### src/hdl/daie_pkg.sv
// Shared definitions for the dynamic array instruction engine: field widths,
// instruction and error codes, and the command/status structs between the
// controller and the datapath. No dependencies.
`default_nettype none

package daie_pkg;

	// Parameter defaults
	localparam int NUM_ARRAYS_DEF = 8;
	localparam int CAPACITY_DEF   = 64;

	// Fixed field widths
	localparam int TYPE_W = 4;
	localparam int ID_W   = 3;
	localparam int IDX_W  = 16;
	localparam int VAL_W  = 64;
	localparam int ERR_W  = 2;
	// Compare width: one bit above an index or a length
	localparam int CMP_W  = IDX_W + 1;

	// Instruction codes
	typedef enum logic [TYPE_W-1:0] {
		OP_CLEAR  = 4'd0,
		OP_GET    = 4'd1,
		OP_SET    = 4'd2,
		OP_SIZE   = 4'd3,
		OP_EMPTY  = 4'd4,
		OP_FILL   = 4'd5,
		OP_RESIZE = 4'd6,
		OP_ERASE  = 4'd7,
		OP_INSERT = 4'd8,
		OP_PUSH   = 4'd9,
		OP_POP    = 4'd10,
		OP_FRONT  = 4'd11,
		OP_BACK   = 4'd12
	} op_t;

	// Error codes
	typedef enum logic [ERR_W-1:0] {
		ERR_OK    = 2'd0,
		ERR_INDEX = 2'd1,
		ERR_EMPTY = 2'd2,
		ERR_FULL  = 2'd3
	} err_t;

	// New length written to the length store
	typedef enum logic [1:0] {
		LS_ZERO = 2'd0,
		LS_NLEN = 2'd1,
		LS_DEC  = 2'd2,
		LS_INC  = 2'd3
	} len_src_t;

	// Element read position
	typedef enum logic [1:0] {
		RS_IDX  = 2'd0,
		RS_ZERO = 2'd1,
		RS_LAST = 2'd2
	} rd_src_t;

	// Element write position for single writes of the request value
	typedef enum logic {
		WS_IDX = 1'b0,
		WS_LEN = 1'b1
	} wr_src_t;

	// Result value source
	typedef enum logic [1:0] {
		RV_ZERO  = 2'd0,
		RV_LEN   = 2'd1,
		RV_EMPTY = 2'd2,
		RV_RDATA = 2'd3
	} res_sel_t;

	// Controller to datapath
	typedef struct packed {
		logic     take;
		logic     len_we;
		len_src_t len_src;
		logic     rd_en;
		rd_src_t  rd_src;
		logic     wr_en;
		wr_src_t  wr_src;
		logic     fill_init;
		logic     fill_zero;
		logic     fill_run;
		logic     shift_init;
		logic     shift_up;
		logic     shift_run;
		logic     res_load;
		res_sel_t res_sel;
		err_t     res_err;
		logic     out_load;
	} cmd_t;

	// Datapath to controller
	typedef struct packed {
		op_t  op;
		logic op_known;
		logic arr_bad;
		logic len_zero;
		logic idx_lt_len;
		logic idx_gt_len;
		logic len_full;
		logic nlen_gt_cap;
		logic nlen_gt_len;
		logic fill_last;
		logic shift_done;
		logic out_free;
	} sts_t;

endpackage

`default_nettype wire

### src/hdl/daie_ctrl.sv
// Controller state machine of the dynamic array instruction engine.
// Depends on daie_pkg; drives daie_pkg::cmd_t, reads daie_pkg::sts_t.
`default_nettype none

module daie_ctrl (
	input  wire logic          clk,
	input  wire logic          arst_n,
	input  wire logic          in_valid,
	output logic               in_stall,
	input  wire daie_pkg::sts_t sts,
	output daie_pkg::cmd_t     cmd
);

	typedef enum logic [6:0] {
		S_IDLE  = 7'b0000001,
		S_LEN   = 7'b0000010,
		S_RD    = 7'b0000100,
		S_FILL  = 7'b0001000,
		S_SHIFT = 7'b0010000,
		S_INS   = 7'b0100000,
		S_DONE  = 7'b1000000
	} state_t;

	state_t state_q;
	state_t state_nxt;

	// State register
	always_ff @(posedge clk or negedge arst_n) begin
		if (!arst_n) begin
			state_q <= S_IDLE;
		end else begin
			state_q <= state_nxt;
		end
	end

	// A new request is taken only between instructions
	assign in_stall = (state_q != S_IDLE);

	// Next state and commands
	always_comb begin
		cmd       = '0;
		state_nxt = state_q;
		unique case (state_q)
			S_IDLE: begin
				if (in_valid) begin
					cmd.take  = 1'b1;
					state_nxt = S_LEN;
				end
			end
			// length is read back: decide the instruction
			S_LEN: begin
				cmd.res_load = 1'b1;
				cmd.res_sel  = daie_pkg::RV_ZERO;
				cmd.res_err  = daie_pkg::ERR_OK;
				state_nxt    = S_DONE;
				if (sts.arr_bad) begin
					cmd.res_err = sts.op_known ? daie_pkg::ERR_INDEX : daie_pkg::ERR_OK;
				end else begin
					unique case (sts.op)
						daie_pkg::OP_CLEAR: begin
							cmd.len_we  = 1'b1;
							cmd.len_src = daie_pkg::LS_ZERO;
						end
						daie_pkg::OP_GET: begin
							if (sts.idx_lt_len) begin
								cmd.rd_en    = 1'b1;
								cmd.rd_src   = daie_pkg::RS_IDX;
								cmd.res_load = 1'b0;
								state_nxt    = S_RD;
							end else begin
								cmd.res_err = daie_pkg::ERR_INDEX;
							end
						end
						daie_pkg::OP_SET: begin
							if (sts.idx_lt_len) begin
								cmd.wr_en  = 1'b1;
								cmd.wr_src = daie_pkg::WS_IDX;
							end else begin
								cmd.res_err = daie_pkg::ERR_INDEX;
							end
						end
						daie_pkg::OP_SIZE: begin
							cmd.res_sel = daie_pkg::RV_LEN;
						end
						daie_pkg::OP_EMPTY: begin
							cmd.res_sel = daie_pkg::RV_EMPTY;
						end
						daie_pkg::OP_FILL: begin
							if (!sts.len_zero) begin
								cmd.fill_init = 1'b1;
								cmd.fill_zero = 1'b0;
								state_nxt     = S_FILL;
							end
						end
						daie_pkg::OP_RESIZE: begin
							if (sts.nlen_gt_cap) begin
								cmd.res_err = daie_pkg::ERR_FULL;
							end else begin
								cmd.len_we  = 1'b1;
								cmd.len_src = daie_pkg::LS_NLEN;
								if (sts.nlen_gt_len) begin
									cmd.fill_init = 1'b1;
									cmd.fill_zero = 1'b1;
									state_nxt     = S_FILL;
								end
							end
						end
						daie_pkg::OP_ERASE: begin
							if (!sts.idx_lt_len) begin
								cmd.res_err = daie_pkg::ERR_INDEX;
							end else begin
								cmd.len_we     = 1'b1;
								cmd.len_src    = daie_pkg::LS_DEC;
								cmd.shift_init = 1'b1;
								cmd.shift_up   = 1'b1;
								state_nxt      = S_SHIFT;
							end
						end
						daie_pkg::OP_INSERT: begin
							if (sts.idx_gt_len) begin
								cmd.res_err = daie_pkg::ERR_INDEX;
							end else if (sts.len_full) begin
								cmd.res_err = daie_pkg::ERR_FULL;
							end else begin
								cmd.len_we     = 1'b1;
								cmd.len_src    = daie_pkg::LS_INC;
								cmd.shift_init = 1'b1;
								cmd.shift_up   = 1'b0;
								state_nxt      = S_SHIFT;
							end
						end
						daie_pkg::OP_PUSH: begin
							if (sts.len_full) begin
								cmd.res_err = daie_pkg::ERR_FULL;
							end else begin
								cmd.wr_en   = 1'b1;
								cmd.wr_src  = daie_pkg::WS_LEN;
								cmd.len_we  = 1'b1;
								cmd.len_src = daie_pkg::LS_INC;
							end
						end
						daie_pkg::OP_POP: begin
							if (sts.len_zero) begin
								cmd.res_err = daie_pkg::ERR_EMPTY;
							end else begin
								cmd.rd_en    = 1'b1;
								cmd.rd_src   = daie_pkg::RS_LAST;
								cmd.len_we   = 1'b1;
								cmd.len_src  = daie_pkg::LS_DEC;
								cmd.res_load = 1'b0;
								state_nxt    = S_RD;
							end
						end
						daie_pkg::OP_FRONT: begin
							if (sts.len_zero) begin
								cmd.res_err = daie_pkg::ERR_EMPTY;
							end else begin
								cmd.rd_en    = 1'b1;
								cmd.rd_src   = daie_pkg::RS_ZERO;
								cmd.res_load = 1'b0;
								state_nxt    = S_RD;
							end
						end
						daie_pkg::OP_BACK: begin
							if (sts.len_zero) begin
								cmd.res_err = daie_pkg::ERR_EMPTY;
							end else begin
								cmd.rd_en    = 1'b1;
								cmd.rd_src   = daie_pkg::RS_LAST;
								cmd.res_load = 1'b0;
								state_nxt    = S_RD;
							end
						end
						// unused codes: no change, empty result
						default: begin
						end
					endcase
				end
			end
			// element read data is in
			S_RD: begin
				cmd.res_load = 1'b1;
				cmd.res_sel  = daie_pkg::RV_RDATA;
				cmd.res_err  = daie_pkg::ERR_OK;
				state_nxt    = S_DONE;
			end
			// one element written per cycle
			S_FILL: begin
				cmd.fill_run = 1'b1;
				if (sts.fill_last) begin
					state_nxt = S_DONE;
				end
			end
			// read/write pipelined element move
			S_SHIFT: begin
				cmd.shift_run = 1'b1;
				if (sts.shift_done) begin
					state_nxt = (sts.op == daie_pkg::OP_INSERT) ? S_INS : S_DONE;
				end
			end
			// drop the new word into the gap
			S_INS: begin
				cmd.wr_en  = 1'b1;
				cmd.wr_src = daie_pkg::WS_IDX;
				state_nxt  = S_DONE;
			end
			S_DONE: begin
				if (sts.out_free) begin
					cmd.out_load = 1'b1;
					state_nxt    = S_IDLE;
				end
			end
			default: begin
				state_nxt = S_IDLE;
			end
		endcase
	end

endmodule

`default_nettype wire

### config.mk
export PLATFORM = sky130hd
export DESIGN_NAME = daie_ctrl
export DESIGN_NICKNAME = d
export VERILOG_FILES = /design/src/hdl/daie_pkg.sv /design/src/hdl/daie_ctrl.sv
export SDC_FILE = /design/constraint.sdc
export NUM_CORES = 1
export LEC_CHECK = 0
export BUFFER_PORTS_ARGS = -buffer_cell sky130_fd_sc_hd__buf_2
export CORE_MARGIN = 5
export CORE_UTILIZATION = 48
export CTS_CLUSTER_SIZE = 20
export DETAILED_ROUTE_END_ITERATION = 10
export PLACE_DENSITY_LB_ADDON = 0.12
export SLEW_MARGIN = 25
export SYNTH_ARGS = -nofsm -noshare
export SYNTH_HDL_FRONTEND = slang
export SYNTH_SLANG_ARGS = --single-unit
export TNS_END_PERCENT = 50
### constraint.sdc
create_clock -name clk -period 3.4 [get_ports clk]
set_clock_uncertainty 0.05 [all_clocks]
set_input_delay 0.17 -clock clk [delete_from_list [all_inputs] [get_ports clk]]
set_output_delay 0.17 -clock clk [all_outputs]
set_load 0.05 [all_outputs]
==> metrics.csv <==
stage,metric,value,unit
sta,Slew headroom,0.638,
layout,Top reg by flops,state_q,
logic_synthesis,multiplexer share of the synthesized area,0.0273,
sta,setup violators final,0,
min_path,Hold EP,state_q[0],
logic_synthesis,Post-synth EDFFs,0,
floorplanning,die area,0.00335,mm^2
drt,WL final,3220,um
logic_synthesis,Yosys warnings,0,
cts,htree depth,1,
logic_synthesis,Post-Syn Area,0.00110,mm^2
drt,DRT Pass-1 Iters,4,
global_route,initial antenna violation count,0,
sta,max-slew violations,0,
logic_synthesis,"Distinct cells, synth",56,
floorplanning,die height,57.9,um
drt,drc violations,0,
cts,"Clk pin slew, worst setup/hold paths",50,ps
cts,root buf cell,clkbuf_4,
min_path,Min-Delay Path Class,input port to flip-flop,
global_route,largest net degree at the start of global routing,26,
critical_path,crit path DAT,2290,ps
logic_synthesis,XOR/XNOR Fraction of Synth Area,0.0239,
drt,post-route ant nets,0,
logic_synthesis,largest family of logic cells by synthesized area,simple AND/OR/NAND/NOR gates,
pwr,Total Power,496,uW
sta,post-route setup TNS,0,ps
critical_path,critical path data required time,3180,ps
min_path,hold depth,2,
cts,# resized after CTS,0,
logic_synthesis,syn nets,158,
pwr,peak supply drop,0.431,mV
cts,CTS Buf Count,3,
sta,Final Hold Viols,0,
pwr,power per cell area,379,mW/mm^2
critical_path,Worst Reg2Reg Path Length in Cells,5,
cts,Longest Clk Path Bufs,2,
layout,max reg flops,7,
logic_synthesis,Compound-Gate Fraction of Synth Area,0.279,
global_route,gr usage total,0.201,
layout,most frequent cells in the layout,"buf_2 (39), nor2_1 (15), inv_1 (9)",
logic_synthesis,Most used DFF post-synth,dfrtp_1,
placement,GPL Wtd Cong,0.902,
layout,"commonest non-fill, non-tap cell in the layout",buf_2,
pwr,Leak Pwr,0.583,nW
drt,vias after detailed routing,1248,
critical_path,Worst Setup Path Type,flip-flop to output pin,
run_status,run status,completed,
layout,Largest regs,state_q x7,
logic_synthesis,Mean Syn Cell Area,7.86,um^2
layout,fin nets,195,
sta,fmax,399,MHz
cts,clk sinks,7,
cts,CTS tree,done,
floorplanning,core box area,0.00219,mm^2
critical_path,R2R Path Start,state_q[5],
layout,ant diodes,0,
cts,insertion delay to the later sink of the worst-skew pair,250,ps
floorplanning,Chip Width,57.9,um
global_route,vias in the first global route,1140,
drt,initial drt markers,57,
sta,Final Cycle Share,0.738,
layout,Area growth syn-to-layout,18.9,%
drt,vias per inst,6.12,
sta,minimum clock period,2510,ps
placement,DPL Wire Length,2560,um
logic_synthesis,"FFs w/ async S/R, synth",1.00,
drt,average routed wire per standard cell,15.8,um
global_route,first-pass GRT wire length,5420,um
placement,port buffer count,39,
logic_synthesis,Mapped Cells,140,
logic_synthesis,post-synthesis sequential area ratio,0.160,
critical_path,Worst R2R End,state_q[2],
critical_path,crit path max fanout,10,
layout,proportion of layout cells with a drive suffix above 1,0.324,
critical_path,flop2flop setup slack,1530,ps
global_route,total gr overflow,0,
critical_path,crit path capture type,output pin,
sta,RSZ-0062 raised after global routing,false,
min_path,HP Start,in_valid,
critical_path,Worst setup SP type,flip-flop,
logic_synthesis,Post-Synth Simple-Gate Area,0.416,
run,reported max-cap violation count,0,
floorplanning,Top Ports,40,
sta,Worst-Margin Slew,542,ps
floorplanning,Starting Density,0.502,
logic_synthesis,Adder-Cell Fraction of Synth Area,0.00910,
logic_synthesis,"FF+latch count, synth",7,
floorplanning,Site Rows,17,
==> stage by stage <==
step | utilization | hold WS (ps) | instance area [um^2] | instances | setup WS (ps)
2_1_floorplan | - | -176 | 1100 | 140 | 735
3_3_place_gp | 0.580 | -40.6 | 1270 | 199 | 1240
3_5_place_dp | 0.580 | -32.7 | 1270 | 199 | 1170
4_1_cts | 0.597 | 67.2 | 1310 | 204 | 892
5_1_grt | 0.597 | 70.1 | 1310 | 204 | 792
6_report | 0.597 | 73.5 | 1310 | 204 | 891
==> worst max-delay path: stages (launching register included) <==
cell,delay [ps]
dfrtp_1,450
nor3_4,350
nand3_4,160
or2_1,440
o41ai_4,330
buf_2,310
==> cell families after synthesis <==
| logic type | count (synthesis) |
|---|---|
| adders and majority gates | 1 |
| AOI/OAI and AO/OA | 39 |
| xor gates and xnor gates | 3 |
| DFF | 7 |
| muxes | 3 |
| and+or+nand+nor | 70 |
| buffers and inverters | 17 |
==> layout make-up <==
cell class	count	area, um^2
Timing Repair Buffer	40	205
Fill cell	207	883
Multi-Input combinational cell	116	831
Tap cell	28	35.0
Inverter	9	33.8
Sequential cell	7	176
Clock buffer	4	26.3
==> metal layers <==
layer  up-vias  track usage  wire (um)
li1        606            -          -
met1       590        0.280       1460
met2        52        0.318       1530
met3         0       0.0579        233
met4         0       0.0232          0
met5         -            0          0
==> worst max path at each step <==
stage	end	slack (ps)	start
6_report	cmd[4]	890	state_q[5]
3_3_place_gp	cmd[4]	1240	state_q[5]
3_5_place_dp	cmd[4]	1170	state_q[5]
5_1_grt	cmd[4]	790	state_q[5]
2_1_floorplan	cmd[2]	730	state_q[5]
4_1_cts	cmd[4]	890	state_q[5]
==> power by group <==
group	total (mW)	switching (mW)	internal, mW	leakage (nW)
Combinational	0.295	0.203	0.0922	0.474
Sequential	0.123	0.0204	0.103	0.0933
Clock	0.0772	0.0324	0.0449	0.0150
Total	0.496	0.256	0.240	0.583
==> cells in the mapped netlist (3+ instances only) <==
cell type	instances	area, um^2
nor2b_1	5	31.3
or3_1	3	18.8
o21ai_0	8	40.0
nand2b_1	3	18.8
dfrtp_1	6	150
nor3_1	7	35.0
nand2_1	6	22.5
a21oi_1	3	15.0
nor3b_1	3	22.5
nand3_1	5	25.0
nor2_1	15	56.3
o22ai_1	3	18.8
buf_2	5	25.0
mux2i_1	3	30.0
buf_6	3	33.8
nand3b_1	5	37.5
o211ai_1	3	22.5
inv_1	9	33.8
==> repair_timing <==
action / 4_1_cts / 5_1_grt
endpoints found under the hold margin: 7 / 0
endpoints found under the setup margin: 0 / 0
hold buffers: 1 / 0
buffers inserted: 0 / 0
Power figures use the tool's default switching activity.
